--- config.mk ---
export PLATFORM = sky130hd
export DESIGN_NAME = rds_div_cell
export DESIGN_NICKNAME = d
export VERILOG_FILES = /design/src/design/refracted_direction_snell_assert.svh /design/src/design/rds_pkg.sv /design/src/design/rds_div_cell.sv
export SDC_FILE = /design/constraint.sdc
export NUM_CORES = 1
export LEC_CHECK = 0
export BUFFER_PORTS_ARGS = -buffer_cell sky130_fd_sc_hd__buf_2
export CORE_UTILIZATION = 49
export CTS_BUF_LIST = sky130_fd_sc_hd__clkbuf_16
export CTS_CLUSTER_SIZE = 8
export DETAILED_ROUTE_END_ITERATION = 10
export MAX_ROUTING_LAYER = met4
export PLACE_DENSITY_LB_ADDON = 0.12
export SETUP_SLACK_MARGIN = 0.15
export SYNTH_ARGS = -nofsm -noshare
export SYNTH_HDL_FRONTEND = slang
export SYNTH_SLANG_ARGS = --single-unit
--- constraint.sdc ---
create_clock -name i_clk -period 4.2 [get_ports i_clk]
set_clock_uncertainty 0.05 [all_clocks]
set_input_delay 0.84 -clock i_clk [delete_from_list [all_inputs] [get_ports i_clk]]
set_output_delay 0.84 -clock i_clk [all_outputs]
set_load 0.02 [all_outputs]
--- src/design/refracted_direction_snell_assert.svh ---
// Assertion macros for the refraction pipeline.
`ifndef REFRACTED_DIRECTION_SNELL_ASSERT_SVH
`define REFRACTED_DIRECTION_SNELL_ASSERT_SVH

// Same-cycle implication, checked outside reset.
`define RDS_ASSERT_NOW(lbl, ante, cons) \
    lbl: assert property (@(posedge i_clk) disable iff (!i_rst_n) (ante) |-> (cons)) \
        else $error("assertion failed");

// Next-cycle implication, checked outside reset.
`define RDS_ASSERT_NEXT(lbl, ante, cons) \
    lbl: assert property (@(posedge i_clk) disable iff (!i_rst_n) (ante) |=> (cons)) \
        else $error("assertion failed");

`endif

--- src/design/rds_pkg.sv ---
// Package with word types, cell state types and saturation helpers.
`timescale 1ns / 1ps
`default_nettype none
package rds_pkg;

    localparam int RatioBits = 20;
    localparam int DivCells  = RatioBits;
    localparam int SqrtCells = 16;

    typedef struct packed {
        logic signed [15:0] dir_x;
        logic signed [15:0] dir_y;
        logic signed [15:0] dir_z;
        logic [15:0]        ior_origin;
        logic [15:0]        ior_destination;
    } t_in_word;

    typedef struct packed {
        logic signed [15:0] out_x;
        logic signed [15:0] out_y;
        logic signed [15:0] out_z;
        logic               total_internal_reflection;
    } t_out_word;

    typedef struct packed {
        logic signed [15:0] x;
        logic signed [15:0] y;
        logic signed [15:0] z;
        logic               entering;
    } t_side;

    typedef struct packed {
        logic [15:0]          rem;
        logic [15:0]          den;
        logic [RatioBits-1:0] quo;
        logic [RatioBits-1:0] low;
        logic                 sat;
        t_side                side;
    } t_div_st;

    typedef struct packed {
        logic signed [15:0] ox;
        logic signed [15:0] oy;
        logic signed [15:0] z;
        logic               entering;
        logic               tir;
    } t_fin;

    typedef struct packed {
        logic [16:0] rem;
        logic [15:0] root;
        logic [31:0] rad;
        t_fin        fin;
    } t_sq_st;

    function automatic logic signed [15:0] neg_sat16(input logic signed [15:0] v);
        logic signed [16:0] n;
        n = -{v[15], v};
        return (n > 17'sd32767) ? 16'sh7fff : n[15:0];
    endfunction

    function automatic logic signed [15:0] sat22(input logic signed [21:0] v);
        if (v > 22'sd32767) begin
            return 16'sh7fff;
        end else if (v < -22'sd32768) begin
            return 16'sh8000;
        end
        return v[15:0];
    endfunction

endpackage
`default_nettype wire

--- src/design/rds_div_cell.sv ---
// One restoring division cell: resolves one ratio bit per cycle while i_en is high.
`timescale 1ns / 1ps
`default_nettype none
module rds_div_cell (
    input  wire logic             i_clk,
    input  wire logic             i_rst_n,
    input  wire logic             i_en,
    input  wire logic             i_v,
    input  wire rds_pkg::t_div_st i_d,
    output logic                  o_v,
    output rds_pkg::t_div_st      o_d
);
    import rds_pkg::*;

    logic    r_v;
    t_div_st r_d;
    t_div_st n_d;
    logic [16:0] trial;
    logic [16:0] diff;
    logic        ge;

    always_comb begin
        trial = {i_d.rem, i_d.low[RatioBits-1]};
        ge    = trial >= {1'b0, i_d.den};
        diff  = trial - {1'b0, i_d.den};
        n_d     = i_d;
        n_d.rem = ge ? diff[15:0] : trial[15:0];
        n_d.quo = {i_d.quo[RatioBits-2:0], ge};
        n_d.low = {i_d.low[RatioBits-2:0], 1'b0};
    end

    always_ff @(posedge i_clk) begin
        if (!i_rst_n) begin
            r_v <= 1'b0;
        end else if (i_en) begin
            r_v <= i_v;
        end
        if (i_en) begin
            r_d <= n_d;
        end
    end

    assign o_v = r_v;
    assign o_d = r_d;
endmodule
`default_nettype wire

; ---- After elaboration in Yosys (flattened, before gate mapping)
; Index checks and enable logic that the tools add are counted.
[word_totals]
reg_bits = 122
in_bits = 126
[classes]
n_addsub = 1
n_lt_le_gt_ge = 1
mux = 1
[ops]
columns = op, count
row1 = $ge 17x16->1, 1
row2 = $mux 16, 1
row3 = $sub 16x16->16, 1

; ---- Longest topological paths before layout
[depth]
word_depth = 2
ltp_mapped = 12

; ---- Least setup slack after synthesis
; OpenSTA, ideal clock, no wires.
[synth_path]
kind = input to register
from = input port i_d[102] (netlist name)
to = register r_d (netlist bit o_d[108]), data pin
setup_ns = 0.260
arrival_time_ns = 2.810
required_time_ns = 3.890
slack_ns = 1.080
path_stages = 12
cell_sequence = inv_1 > ha_1 > buf_6 > and2_4 > buf_6 > a221o_1 > a21boi_4 > and2_4 > buf_8 > inv_4 > buf_12 > mux2_4
[synth_lines]
columns = element, line
row1 = start: declaration, rds_div_cell.sv:9  ; input wire rds_pkg::t_div_st i_d,
row2 = end signal: assignment, rds_div_cell.sv:39  ; r_d <= n_d;
row3 = end: declaration, rds_div_cell.sv:16  ; t_div_st r_d;

==> reports/metrics.cfg <==
[outcome]
status = finished clean

[sta]
period_share_pct = 70.15
timing.fmax_ghz = 0.3394
tns_ns = 0
worst_slack_ns = 1.254
rsz0062_at_grt = no
slew_viol_final = 0
setup_viol = 0
tightest_slew_ns = 0.8602
slew_headroom_pct = 42.66
period_minus_slack_ns = 2.946
finalHoldViolCount = 0

[clock_network]
cts_buffers = 17
post_cts_resized = 0
clockBufferDepth = 2
root_buffer = clkbuf_16
hold_buffers = 0
cts_setup_buffers = 0
cts_tree = built
numClockSinks = 122
clkLatencyLatePin_ns = 0.40
cts_htree_levels = 4
clkTransAtPathRegs_ns = 0.05

[setup_path]
startpoint_type = input port
end_kind = flip-flop
cp.depth = 10
critical-path-top-delay-family = compound AO/OA/AOI/OAI gates
r2r_slack_ns = 3.56
r2r_start = o_v
cp_slowest_cell = a221o_1
worstPathArrival_ns = 3.04
crit_path_max_fanout = 11
crit_path_end = o_d[113]
startpoint = i_d[98]
required_ns = 4.30
r2r-end = o_v
crit_buf_inv = 3
max_stage_delay_ns = 0.42
worstSetupPathType = in2reg
crit_chain = buf_2 -> inv_1 -> ha_1 -> a21oi_2 -> o21ai_1 -> a221o_1 -> a21boi_4 -> and2_4 -> inv_4 -> mux2_4
rr_worst_depth = 2

[routing]
drt_first_pass_iters = 4
ant_nets = 0
post_drt_wl_per_cell_um = 15.74
drt_iter0_drc = 86
viasPerCell = 4.862
drc = 0
postRouteWirelength_um = 10830
dr_total_vias = 3345

[cells_and_area]
area_delta_synth_final_pct = 39.62
final_nets = 684
drive_gt1_share_pct = 53.25
fillCellCount = 692

[global_routing]
grt_pass1_wl_um = 15550
grt_overflow_total = 0
grt_max_degree = 70
grt_pass1_vias = 3087
grt_usage_pct = 21.48
antenna_found_initial = 0

[synth]
yosysSeqAreaShare_pct = 74.99
syn-num-nets = 422
synth_top_area_share_pct = 74.58
yosys-top-cells-area = edfxtp_1, ha_1, mux2_4
synth_top_area_cell = edfxtp_1
synthDistinctLibCells = 49
ys_dominant_reg_cell = edfxtp_1
ys_ff_latch = 122
syn-instance-count = 279
synth_edf_count = 121
yosys_warnings = 0
synth.avg_cell_area_um2 = 17.46
syn-cell-area_um2 = 4872
synthArstFlopShare_pct = 0

[pwr]
power_density_nw_per_um2 = 497.7
irDropWorstVdd_mv = 0.2460
p_leak_nw = 3.068

[placed_design]
hpwlAfterDp_um = 8072
gp_congestion = 0.8352
portBuffers = 246
dp_slack_ns = 0.8554

[floorplanning]
dieArea_um2 = 10350
initial_core_util_pct = 50.31
die_h_um = 101.7
design.core.area_um2 = 9684
die_w_um = 101.7
rows = 36
ios = 249

[flow_run]
maxCapViolCount = 0

[hold_path]
hold_path.class = reg2reg

[where the power goes]
group	switching, mW	internal [mW]
sequential	0.0231	1.47
combinational	0.313	0.199
clock	0.513	0.871
total	0.850	2.54
[worst min-delay path by stage]
stage / startpoint / end / slack (ns) / depth (start not counted)
final: o_v / o_v / 0.46 / 2
after global routing: i_d[25] / o_d[25] / 0.54 / 1
after CTS: o_v / o_v / 0.48 / 2
after floorplan: o_v / o_v / 0.54 / 2
after global placement: o_v / o_v / 0.45 / 2
after detailed placement: o_v / o_v / 0.46 / 2
[cells by family after synthesis]
| logic type | after synthesis | synth area share, % |
|---|---|---|
| other | 1 | 0.07697 |
| AO/OA/AOI/OAI | 52 | 8.295 |
| AND/OR/NAND/NOR | 41 | 4.391 |
| adder cells (fa/ha/maj) | 17 | 4.520 |
| flip-flops | 122 | 74.99 |
| XOR/XNOR | 9 | 1.618 |
| buffers and inverters | 26 | 3.005 |
| multiplexers | 11 | 3.107 |
[per-stage QoR]
stage	area, µm²	std cells	hold slack (ns)	util, %	total power, mW
6_report	6803	688	0.4645	70.25	3.385
4_1_cts	6800	687	0.4758	70.22	3.422
2_1_floorplan	4872	279	0.5393	-	1.824
3_3_place_gp	6226	655	0.4484	64.29	2.016
3_5_place_dp	6226	655	0.4592	64.29	2.028
5_1_grt	6800	687	0.5359	70.22	3.513
[flip-flops by register name, summed over array words and instances (netlist names)]
register / flops
o_v: 1
o_d: 121
[worst min-delay path: stages (launching register included)]
cell and delay (ns):
dfxtp_1 0.32, mux2i_1 0.06, nor2b_1 0.10
[layout by cell type, fill, tap and decap left out, drive strengths merged, types with 3 or more instances in the layout]
cell type	synthesis	final
nor3	3	3
xnor2	5	5
edfxtp	121	121
o21a	6	6
clkinvlp	0	3
ha	16	16
inv	20	23
nor2	12	12
a21oi	4	4
buf	5	249
nand2	5	5
and2	3	3
clkinv	0	7
a21boi	4	4
o31ai	5	5
mux2	9	9
a211o	3	3
clkbuf	1	17
a211oi	3	3
a21o	5	5
nand3	7	7
o21ai	10	10
xor2	4	4
[Yosys cell counts (4+ instances only)]
| cell | n |
|---|---|
| edfxtp_1 | 121 |
| inv_1 | 19 |
| ha_1 | 16 |
| nor2_1 | 12 |
| o21ai_0 | 9 |
| mux2_4 | 8 |
| nand3_1 | 7 |
| o21a_1 | 6 |
| a21o_1 | 5 |
| nand2_1 | 5 |
| o31ai_1 | 5 |
| xnor2_1 | 5 |
| xor2_1 | 4 |
[area by class of cell]
type,instances,area (µm²),area share [%]
antenna,1,2.502,0.03679
clock buffer,17,425.4,6.253
tap,133,166.4,2.446
sequential,122,3654,53.71
clock inverter,15,148.9,2.189
inverter,20,77.57,1.140
timing repair buffer,249,1256,18.47
multi-input combinational,131,1072,15.76
[per-layer routing]
layer | up-vias | share of wire, % | track usage, %
li1 | 1604 | - | -
met1 | 1598 | 39 | 22.83
met2 | 139 | 52 | 36.64
met3 | 4 | 8.2 | 7.867
met4 | 0 | 0.54 | 7.692
met5 | - | 0 | -
Note: power is estimated with default switching activity, not from simulation.
