==> src/design/refracted_direction_snell_assert.svh <==
// Assertion macros for the refraction pipeline.
`ifndef REFRACTED_DIRECTION_SNELL_ASSERT_SVH
`define REFRACTED_DIRECTION_SNELL_ASSERT_SVH

// Same-cycle implication, checked outside reset.
`define RDS_ASSERT_NOW(lbl, ante, cons) \
    lbl: assert property (@(posedge i_clk) disable iff (!i_rst_n) (ante) |-> (cons)) \
        else $error("assertion failed");

// Next-cycle implication, checked outside reset.
`define RDS_ASSERT_NEXT(lbl, ante, cons) \
    lbl: assert property (@(posedge i_clk) disable iff (!i_rst_n) (ante) |=> (cons)) \
        else $error("assertion failed");

`endif

==> src/design/rds_pkg.sv <==
// Package with word types, cell state types and saturation helpers.
`timescale 1ns / 1ps
`default_nettype none
package rds_pkg;

    localparam int RatioBits = 20;
    localparam int DivCells  = RatioBits;
    localparam int SqrtCells = 16;

    typedef struct packed {
        logic signed [15:0] dir_x;
        logic signed [15:0] dir_y;
        logic signed [15:0] dir_z;
        logic [15:0]        ior_origin;
        logic [15:0]        ior_destination;
    } t_in_word;

    typedef struct packed {
        logic signed [15:0] out_x;
        logic signed [15:0] out_y;
        logic signed [15:0] out_z;
        logic               total_internal_reflection;
    } t_out_word;

    typedef struct packed {
        logic signed [15:0] x;
        logic signed [15:0] y;
        logic signed [15:0] z;
        logic               entering;
    } t_side;

    typedef struct packed {
        logic [15:0]          rem;
        logic [15:0]          den;
        logic [RatioBits-1:0] quo;
        logic [RatioBits-1:0] low;
        logic                 sat;
        t_side                side;
    } t_div_st;

    typedef struct packed {
        logic signed [15:0] ox;
        logic signed [15:0] oy;
        logic signed [15:0] z;
        logic               entering;
        logic               tir;
    } t_fin;

    typedef struct packed {
        logic [16:0] rem;
        logic [15:0] root;
        logic [31:0] rad;
        t_fin        fin;
    } t_sq_st;

    function automatic logic signed [15:0] neg_sat16(input logic signed [15:0] v);
        logic signed [16:0] n;
        n = -{v[15], v};
        return (n > 17'sd32767) ? 16'sh7fff : n[15:0];
    endfunction

    function automatic logic signed [15:0] sat22(input logic signed [21:0] v);
        if (v > 22'sd32767) begin
            return 16'sh7fff;
        end else if (v < -22'sd32768) begin
            return 16'sh8000;
        end
        return v[15:0];
    endfunction

endpackage
`default_nettype wire

==> src/design/rds_sqrt_cell.sv <==
// One integer square root cell: resolves one root bit per cycle while i_en is high.
`timescale 1ns / 1ps
`default_nettype none
module rds_sqrt_cell (
    input  wire logic            i_clk,
    input  wire logic            i_rst_n,
    input  wire logic            i_en,
    input  wire logic            i_v,
    input  wire rds_pkg::t_sq_st i_d,
    output logic                 o_v,
    output rds_pkg::t_sq_st      o_d
);
    import rds_pkg::*;

    logic   r_v;
    t_sq_st r_d;
    t_sq_st n_d;
    logic [18:0] acc;
    logic [18:0] trial;
    logic [18:0] diff;
    logic        ge;

    always_comb begin
        acc   = {i_d.rem, i_d.rad[31:30]};
        trial = {1'b0, i_d.root, 2'b01};
        ge    = acc >= trial;
        diff  = acc - trial;
        n_d      = i_d;
        n_d.rem  = ge ? diff[16:0] : acc[16:0];
        n_d.root = {i_d.root[14:0], ge};
        n_d.rad  = {i_d.rad[29:0], 2'b00};
    end

    always_ff @(posedge i_clk) begin
        if (!i_rst_n) begin
            r_v <= 1'b0;
        end else if (i_en) begin
            r_v <= i_v;
        end
        if (i_en) begin
            r_d <= n_d;
        end
    end

    assign o_v = r_v;
    assign o_d = r_d;
endmodule
`default_nettype wire
==> config.mk <==
export PLATFORM = sky130hd
export DESIGN_NAME = rds_sqrt_cell
export DESIGN_NICKNAME = d
export VERILOG_FILES = /design/src/design/refracted_direction_snell_assert.svh /design/src/design/rds_pkg.sv /design/src/design/rds_sqrt_cell.sv
export SDC_FILE = /design/constraint.sdc
export NUM_CORES = 1
export LEC_CHECK = 0
export BUFFER_PORTS_ARGS = -buffer_cell sky130_fd_sc_hd__buf_2
export CORE_UTILIZATION = 45
export CTS_BUF_LIST = sky130_fd_sc_hd__clkbuf_8 sky130_fd_sc_hd__clkbuf_16
export CTS_CLUSTER_SIZE = 20
export DETAILED_ROUTE_END_ITERATION = 8
export PLACE_DENSITY = 0.81
export SKIP_CTS_REPAIR_TIMING = 1
export SLEW_MARGIN = 20
export SYNTH_ARGS = -nofsm -noshare
export SYNTH_HDL_FRONTEND = slang
export SYNTH_SLANG_ARGS = --single-unit
export TNS_END_PERCENT = 30
==> constraint.sdc <==
create_clock -name i_clk -period 3.05 [get_ports i_clk]
set_input_delay 0.61 -clock i_clk [delete_from_list [all_inputs] [get_ports i_clk]]
set_output_delay 0.61 -clock i_clk [all_outputs]
set_load 0.02 [all_outputs]
=== Yosys cells after proc, flatten, opt, wreduce, memory -nomap -nowiden ===
Index checks and enable logic that the tools add are counted.
W data, S select, Z words.

* Register bits: 114
* Word-level logic and storage cells: 12

* Add/sub/neg operators: 1
* $lt $le $gt $ge: 1
* Multiplexer cells: 1

{| class="wikitable"
|+ Operator list
! cell !! number
|-
| $ge A19 B18 Y1 || 1
|-
| $mux W17 || 1
|-
| $sub A17 B17 Y17 || 1
|}

=== Logic depth before layout (Yosys ltp) ===
Gate-level depths: netlist of run 1.

* Depth after elaboration: 2
* Depth in mapped cells: 10

=== Worst setup path after synthesis of run 1 ===
Ideal clock, no wire load.

* Path type: input port to flip-flop
* Start point: in i_d[96] (netlist name)
* End point: reg r_d, in the netlist o_d[105] (data pin)
* Arrival time: 2,281 ps
* Path slack: 509 ps
* Cell stages on the path: 8
* Buffers on the path: 0
* Path through: inv_1 ha_1 a21o_1 a211o_1 a311o_1 a21oi_4 inv_2 mux2_4

{| class="wikitable"
|+ RTL lines
! what !! line !! text
|-
| from (decl) || rds_sqrt_cell.sv:9 || <nowiki>input wire rds_pkg::t_sq_st i_d,</nowiki>
|-
| to (signal assigned) || rds_sqrt_cell.sv:41 || <nowiki>r_d <= n_d;</nowiki>
|-
| to (decl) || rds_sqrt_cell.sv:16 || <nowiki>t_sq_st r_d;</nowiki>
|}

==> results of run 1 <==
## through the flow
stage                     power, mW  utilization, %  instances  setup WS (ps)
after global placement         2.63            60.4        653            257
final                          4.65            66.7        685            697
after floorplan                2.35               -        292            509
after global routing           4.82            66.7        685            605
after CTS                      4.68            66.7        685            736
after detailed placement       2.65            60.4        653            207
## power by group through the flow
stage	combinational (mW)	clock, mW	sequential [mW]
global placement	0.679	0	1.95
floorplan	0.202	0	2.14
CTS	0.703	2.05	1.93
global route	0.755	2.12	1.94
detailed placement	0.697	0	1.96
finish	0.703	2.02	1.93
## registers in the layout, summed over array words and instances, names as in the netlist
| signal | cells |
|---|---|
| o_d | 113 |
| o_v | 1 |
## how the worst max path moves through the flow
stage	from	endpoint	slack, ps	depth (start not counted)
global route	i_d[86]	o_d[105]	600	9
CTS	i_d[86]	o_d[105]	740	9
detailed placement	i_d[86]	o_d[105]	210	9
global placement	i_d[96]	o_d[105]	260	9
floorplan	i_d[96]	o_d[105]	510	8
finish	i_d[86]	o_d[105]	700	9
## cell type report
cell class	instances	area share [%]
Sequential cell	114	52.2
Clock buffer	17	6.33
Clock inverter	15	3.04
Tap cell	133	2.54
Inverter	22	1.26
Timing Repair Buffer	236	18.6
Multi-Input combinational cell	148	16.1
## logic make-up (layout without fill, tap and decap cells)
group,after synthesis,in the layout,synth area share (%)
flops,114,114,74.4
buf+inv,30,290,2.83
fa+ha+maj,18,18,4.91
compound gates,61,61,8.86
xor+xnor,12,12,2.29
simple gates,50,50,5.34
other cells,1,2,0.0817
mux,5,5,1.34
## synthesized netlist by cell type, types with 2 or more instances
library cell | n | share of area, %
a211oi_1 | 2 | 0.33
a21o_1 | 5 | 0.82
a21oi_1 | 12 | 1.3
a31oi_1 | 3 | 0.41
and3_1 | 2 | 0.27
buf_2 | 4 | 0.44
buf_4 | 3 | 0.49
edfxtp_1 | 113 | 74
ha_1 | 18 | 4.9
inv_1 | 21 | 1.7
mux2_4 | 2 | 0.65
mux2i_1 | 2 | 0.44
nand2_1 | 19 | 1.6
nand2b_1 | 3 | 0.41
nand3_1 | 8 | 0.87
nand4_1 | 2 | 0.27
nor2_1 | 5 | 0.41
nor2b_1 | 3 | 0.41
nor3_1 | 3 | 0.33
o211ai_1 | 2 | 0.33
o21a_1 | 4 | 0.65
o21ai_0 | 15 | 1.6
o21bai_1 | 3 | 0.49
o31ai_1 | 4 | 0.65
xnor2_1 | 5 | 0.95
xor2_1 | 7 | 1.3
## metal layers
layer | wire length [µm] | share of wire [%]
met5 | 0 | 0
met4 | 574 | 4.5
met1 | 4230 | 33
met3 | 1100 | 8.6
met2 | 6830 | 54
## worst max-delay path, stage by stage
cell      delay (ps)
buf_2             90
inv_1             40
ha_1             360
a211oi_1         390
o311a_1          210
o21ai_1          140
a21oi_4          340
inv_2            100
mux2_4           300
==> metrics.cfg, run 1 <==
[final_layout]
mostFrequentLayoutCell = buf_2
diodes = 0
nets = 676
syn_to_final_growth_pct = 42.6
num-fill-cells = 718
mostFrequentLayoutCells = 231 x buf_2, 113 x edfxtp_1, 24 x inv_1, 19 x nand2_1, 18 x ha_1
final_layout_size_suffix_gt1_share_pct = 48.7
multiInputGateArea_um2 = 1050
final_area_um2 = 6550
regArea_um2 = 3410

[power_and_ir_drop]
swShare_pct = 24.1
p_sw_mw = 1.12
p_int_mw = 3.53
comb_power_share_pct = 15.1
ir_worst_vdd_mv = 0.393
leakage_nw = 2.91
clockPowerShare_pct = 43.5
p_per_area_nw_per_um2 = 711
power_frac_seq_pct = 41.4

[floorplanning]
fp.dieH_um = 103
die-area_um2 = 10600
rows = 36
top_level_ports = 235
start_util_pct = 46.8
die_x_um = 103
coreArea_um2 = 9820

[placement]
hpwl_um = 9310
post_dp_cell_area_um2 = 5930
io_buffers = 232
gp_congestion = 0.976

[cts]
cts_inserted_buffers = 17
root_buffer = clkbuf_8
clockBufferDepth = 2
htreeDepth = 4
clock_latency_ps = 490
cts_tree = built
path_clk_slew_ps = 50
cts_sinks = 114

[yosys]
synthArstFlopShare_pct = 0
ys_ff_latch = 114
yosysSeqAreaShare_pct = 74.4
syn-mean-instance-area_um2 = 15.8
synth_cell_types = 47
syn_area_um2 = 4590
synthFlopType = edfxtp_1
syn_inst = 291
yosys_warnings = 0
synth-edff-count = 113

[detailed_routing]
drt-pass1-iter-count = 5
wl_per_cell_um = 18.6
drt_wl_total_um = 12700
drc = 0
first_iter_violations = 200
vias = 3472
viasPerCell = 5.07
ant_nets = 0

[global_routing]
grt_util_met2_pct = 42.6
grt_start_max_net_pins = 49
busiest_layer = met2
grt-ovfl-total = 0
met3_usage_pct = 8.34
antenna_found_initial = 0
grt_pass1_wl_um = 18100
grt_pass1_vias = 3444
grt_use_met1_pct = 23.9
gr-usage-all-layers_pct = 23.9

[min_path]
worstHoldPathType = primary input to flip-flop
hold_path.startpoint = i_d[70]
min_path_cells = 1
holdPathEnd = o_d[72]

[worst_setup_path]
worst_ep_required_time_ps = 3290
worstSetupPathType = primary input to flip-flop
r2r-end = o_v
crit_fanout = 11
r2r_start = o_v
critPathLaunchType = primary input
rr_worst_depth = 2
reg2reg_slack_ps = 2450
cp_data_arrival_time_ps = 2590
endpoint_kind = flip-flop

[sta]
maxSlewHeadroom_pct = 55.4
finalSetupViolations = 0
finalCriticalPeriod_ps = 2350
worst_pin_slew_ps = 652
fin_crit_sh_pct = 77.2
fmax_ghz = 0.425
hold_viol_final = 0
setup_tns_ps = 0
skew_ps = 0
rsz0062_at_grt = no
drv_slew = 0
hold_ws_ps = 292

[job]
max_cap_violations = 0

[outcome]
status = finished clean

(Power assumes the default switching activity.)
==> run 2: changes to the inputs <==
--- a/config.mk
+++ b/config.mk
@@ -6,11 +6,11 @@
 export NUM_CORES = 1
 export LEC_CHECK = 0
 export BUFFER_PORTS_ARGS = -buffer_cell sky130_fd_sc_hd__buf_2
-export CORE_UTILIZATION = 45
+export CORE_UTILIZATION = 41
 export CTS_BUF_LIST = sky130_fd_sc_hd__clkbuf_8 sky130_fd_sc_hd__clkbuf_16
 export CTS_CLUSTER_SIZE = 20
 export DETAILED_ROUTE_END_ITERATION = 8
-export PLACE_DENSITY = 0.81
+export PLACE_DENSITY = 0.78
 export SKIP_CTS_REPAIR_TIMING = 1
 export SLEW_MARGIN = 20
 export SYNTH_ARGS = -nofsm -noshare
==> constraint.sdc (replaced) <==
create_clock -name i_clk -period 2 [get_ports i_clk]
set_input_delay 0.4 -clock i_clk [delete_from_list [all_inputs] [get_ports i_clk]]
set_output_delay 0.4 -clock i_clk [all_outputs]
set_load 0.02 [all_outputs]
==> run 2 against run 1 <==
  * Die area increased by 9.6%
  * Register-to-register slack got worse by 1000 ps
  * Highest routed layer is now met5
  * Power increased by 52%
  * Critical path type unchanged
  * Count of clock-buffer cells in the layout unchanged
  * Clock power increased by 47%
  * Critical path depth increased by 1
==> metrics.cfg, run 2 (synthesis results as in run 1) <==
[outcome]
status = finished clean

[global_routing]
antenna_found_initial = 3
grt_pass1_vias = 3637
grt_pass1_wl_um = 18600
gr-usage-all-layers_pct = 22.2
grt-ovfl-total = 0
grt_start_max_net_pins = 45

[power_and_ir_drop]
leakage_nw = 3.10
power_frac_seq_pct = 41.5
p_per_area_nw_per_um2 = 1020
comb_power_share_pct = 16.5
p_int_mw = 5.34
clockPowerShare_pct = 42.0
ir_worst_vdd_mv = 0.679
p_sw_mw = 1.74
swShare_pct = 24.6

[sta]
fmax_ghz = 0.516
skew_ps = 0
fin_crit_sh_pct = 96.8
finalSetupViolations = 0
hold_ws_ps = 68.5
drv_slew = 0
setup_tns_ps = 0
hold_viol_final = 0
finalCriticalPeriod_ps = 1940

[worst_setup_path]
cp_top_family = compound AO/OA/AOI/OAI gates
endpoint_kind = flip-flop
cp_data_arrival_time_ps = 2190
cp_cell_sequence = buf_2 > inv_1 > ha_4 > a211oi_1 > buf_4 > o311a_1 > o21ai_2 > a21oi_4 > inv_2 > mux2_4
worst_ep_required_time_ps = 2250
crit_start = i_d[86]
crit_fanout = 5
cpPeakStageDelay_ps = 340
crit_buf_inv = 4
critPathLaunchType = primary input
r2r_start = o_v
cp_slowest_cell = a211oi_1
worstSetupPathType = primary input to flip-flop

[detailed_routing]
first_iter_violations = 180
ant_nets = 0
drt-pass1-iter-count = 4
drt_wl_total_um = 12900
viasPerCell = 4.93
top_layer_used = met5
wl_met1_um = 4580
vias = 3640
wl_met2_um = 6760
wl_per_cell_um = 17.5
drc = 0
wl_met3_um = 1150

[final_layout]
final_layout_size_suffix_gt1_share_pct = 54.4
largest_register_ffs = 113
nets = 721
mostFrequentLayoutCells = 231 x buf_2, 113 x edfxtp_1, 49 x buf_4, 22 x inv_1, 19 x nand2_1
mostFrequentLayoutCell = buf_2
syn_to_final_growth_pct = 50.9

[min_path]
worstHoldPathType = primary input to flip-flop
hold_path.startpoint = i_d[70]

[floorplanning]
top_level_ports = 235
start_util_pct = 42.2
die-area_um2 = 11600
rows = 38
fp.dieH_um = 108
die_x_um = 108
coreArea_um2 = 10900

[cts]
htreeDepth = 4
cts_inserted_buffers = 17
path_clk_slew_ps = 60
clockBufferDepth = 2
clock_latency_ps = 500
cts_sinks = 114
cts_tree = built
root_buffer = clkbuf_8

[placement]
hpwl_um = 9810
io_buffers = 232
gp_congestion = 0.851

[job]
max_cap_violations = 0

==> run 2: area by class of cell <==
type	count	area, µm²
Timing Repair Buffer	281	1540
Tap cell	140	175
Clock inverter	14	173
Inverter	22	85.1
Multi-Input combinational cell	148	1120
Clock buffer	17	414
Sequential cell	114	3410
Fill cell	800	3960
Antenna cell	2	5.00
==> run 2: metal layers <==
| layer | vias up | GRT usage, % |
|---|---|---|
| li1 | 1695 | - |
| met1 | 1730 | 22.5 |
| met2 | 178 | 39.5 |
| met3 | 35 | 8.47 |
| met4 | 2 | 10.9 |
| met5 | - | 0 |
==> run 2: per-stage QoR <==
step / power (mW) / worst slack (ps) / area [µm²] / std cells / utilization, %
after floorplan: 3.59 / -196 / 4650 / 292 / -
final: 7.08 / 63.0 / 6930 / 738 / 63.6
after global routing: 7.32 / -2.40 / 6930 / 738 / 63.6
after detailed placement: 4.14 / -444 / 6320 / 705 / 58.1
after global placement: 4.11 / -390 / 6320 / 705 / 58.1
after CTS: 7.13 / 78.9 / 6910 / 736 / 63.4
==> run 2: worst paths after layout <==
path	to	slack, ps	cells after the start
worst min-delay path	o_d[72]	70	1
worst min register to register	o_v	510	2
worst max register to register	o_v	1410	2
worst max-delay path	o_d[105]	60	10
==> run 2: power groups by stage <==
stage	Sequential [mW]	Combinational [mW]	Clock (mW)
floorplan	3.27	0.321	0
global placement	2.98	1.13	0
detailed placement	2.98	1.16	0
CTS	2.94	1.17	3.02
global route	2.96	1.26	3.11
finish	2.94	1.17	2.97
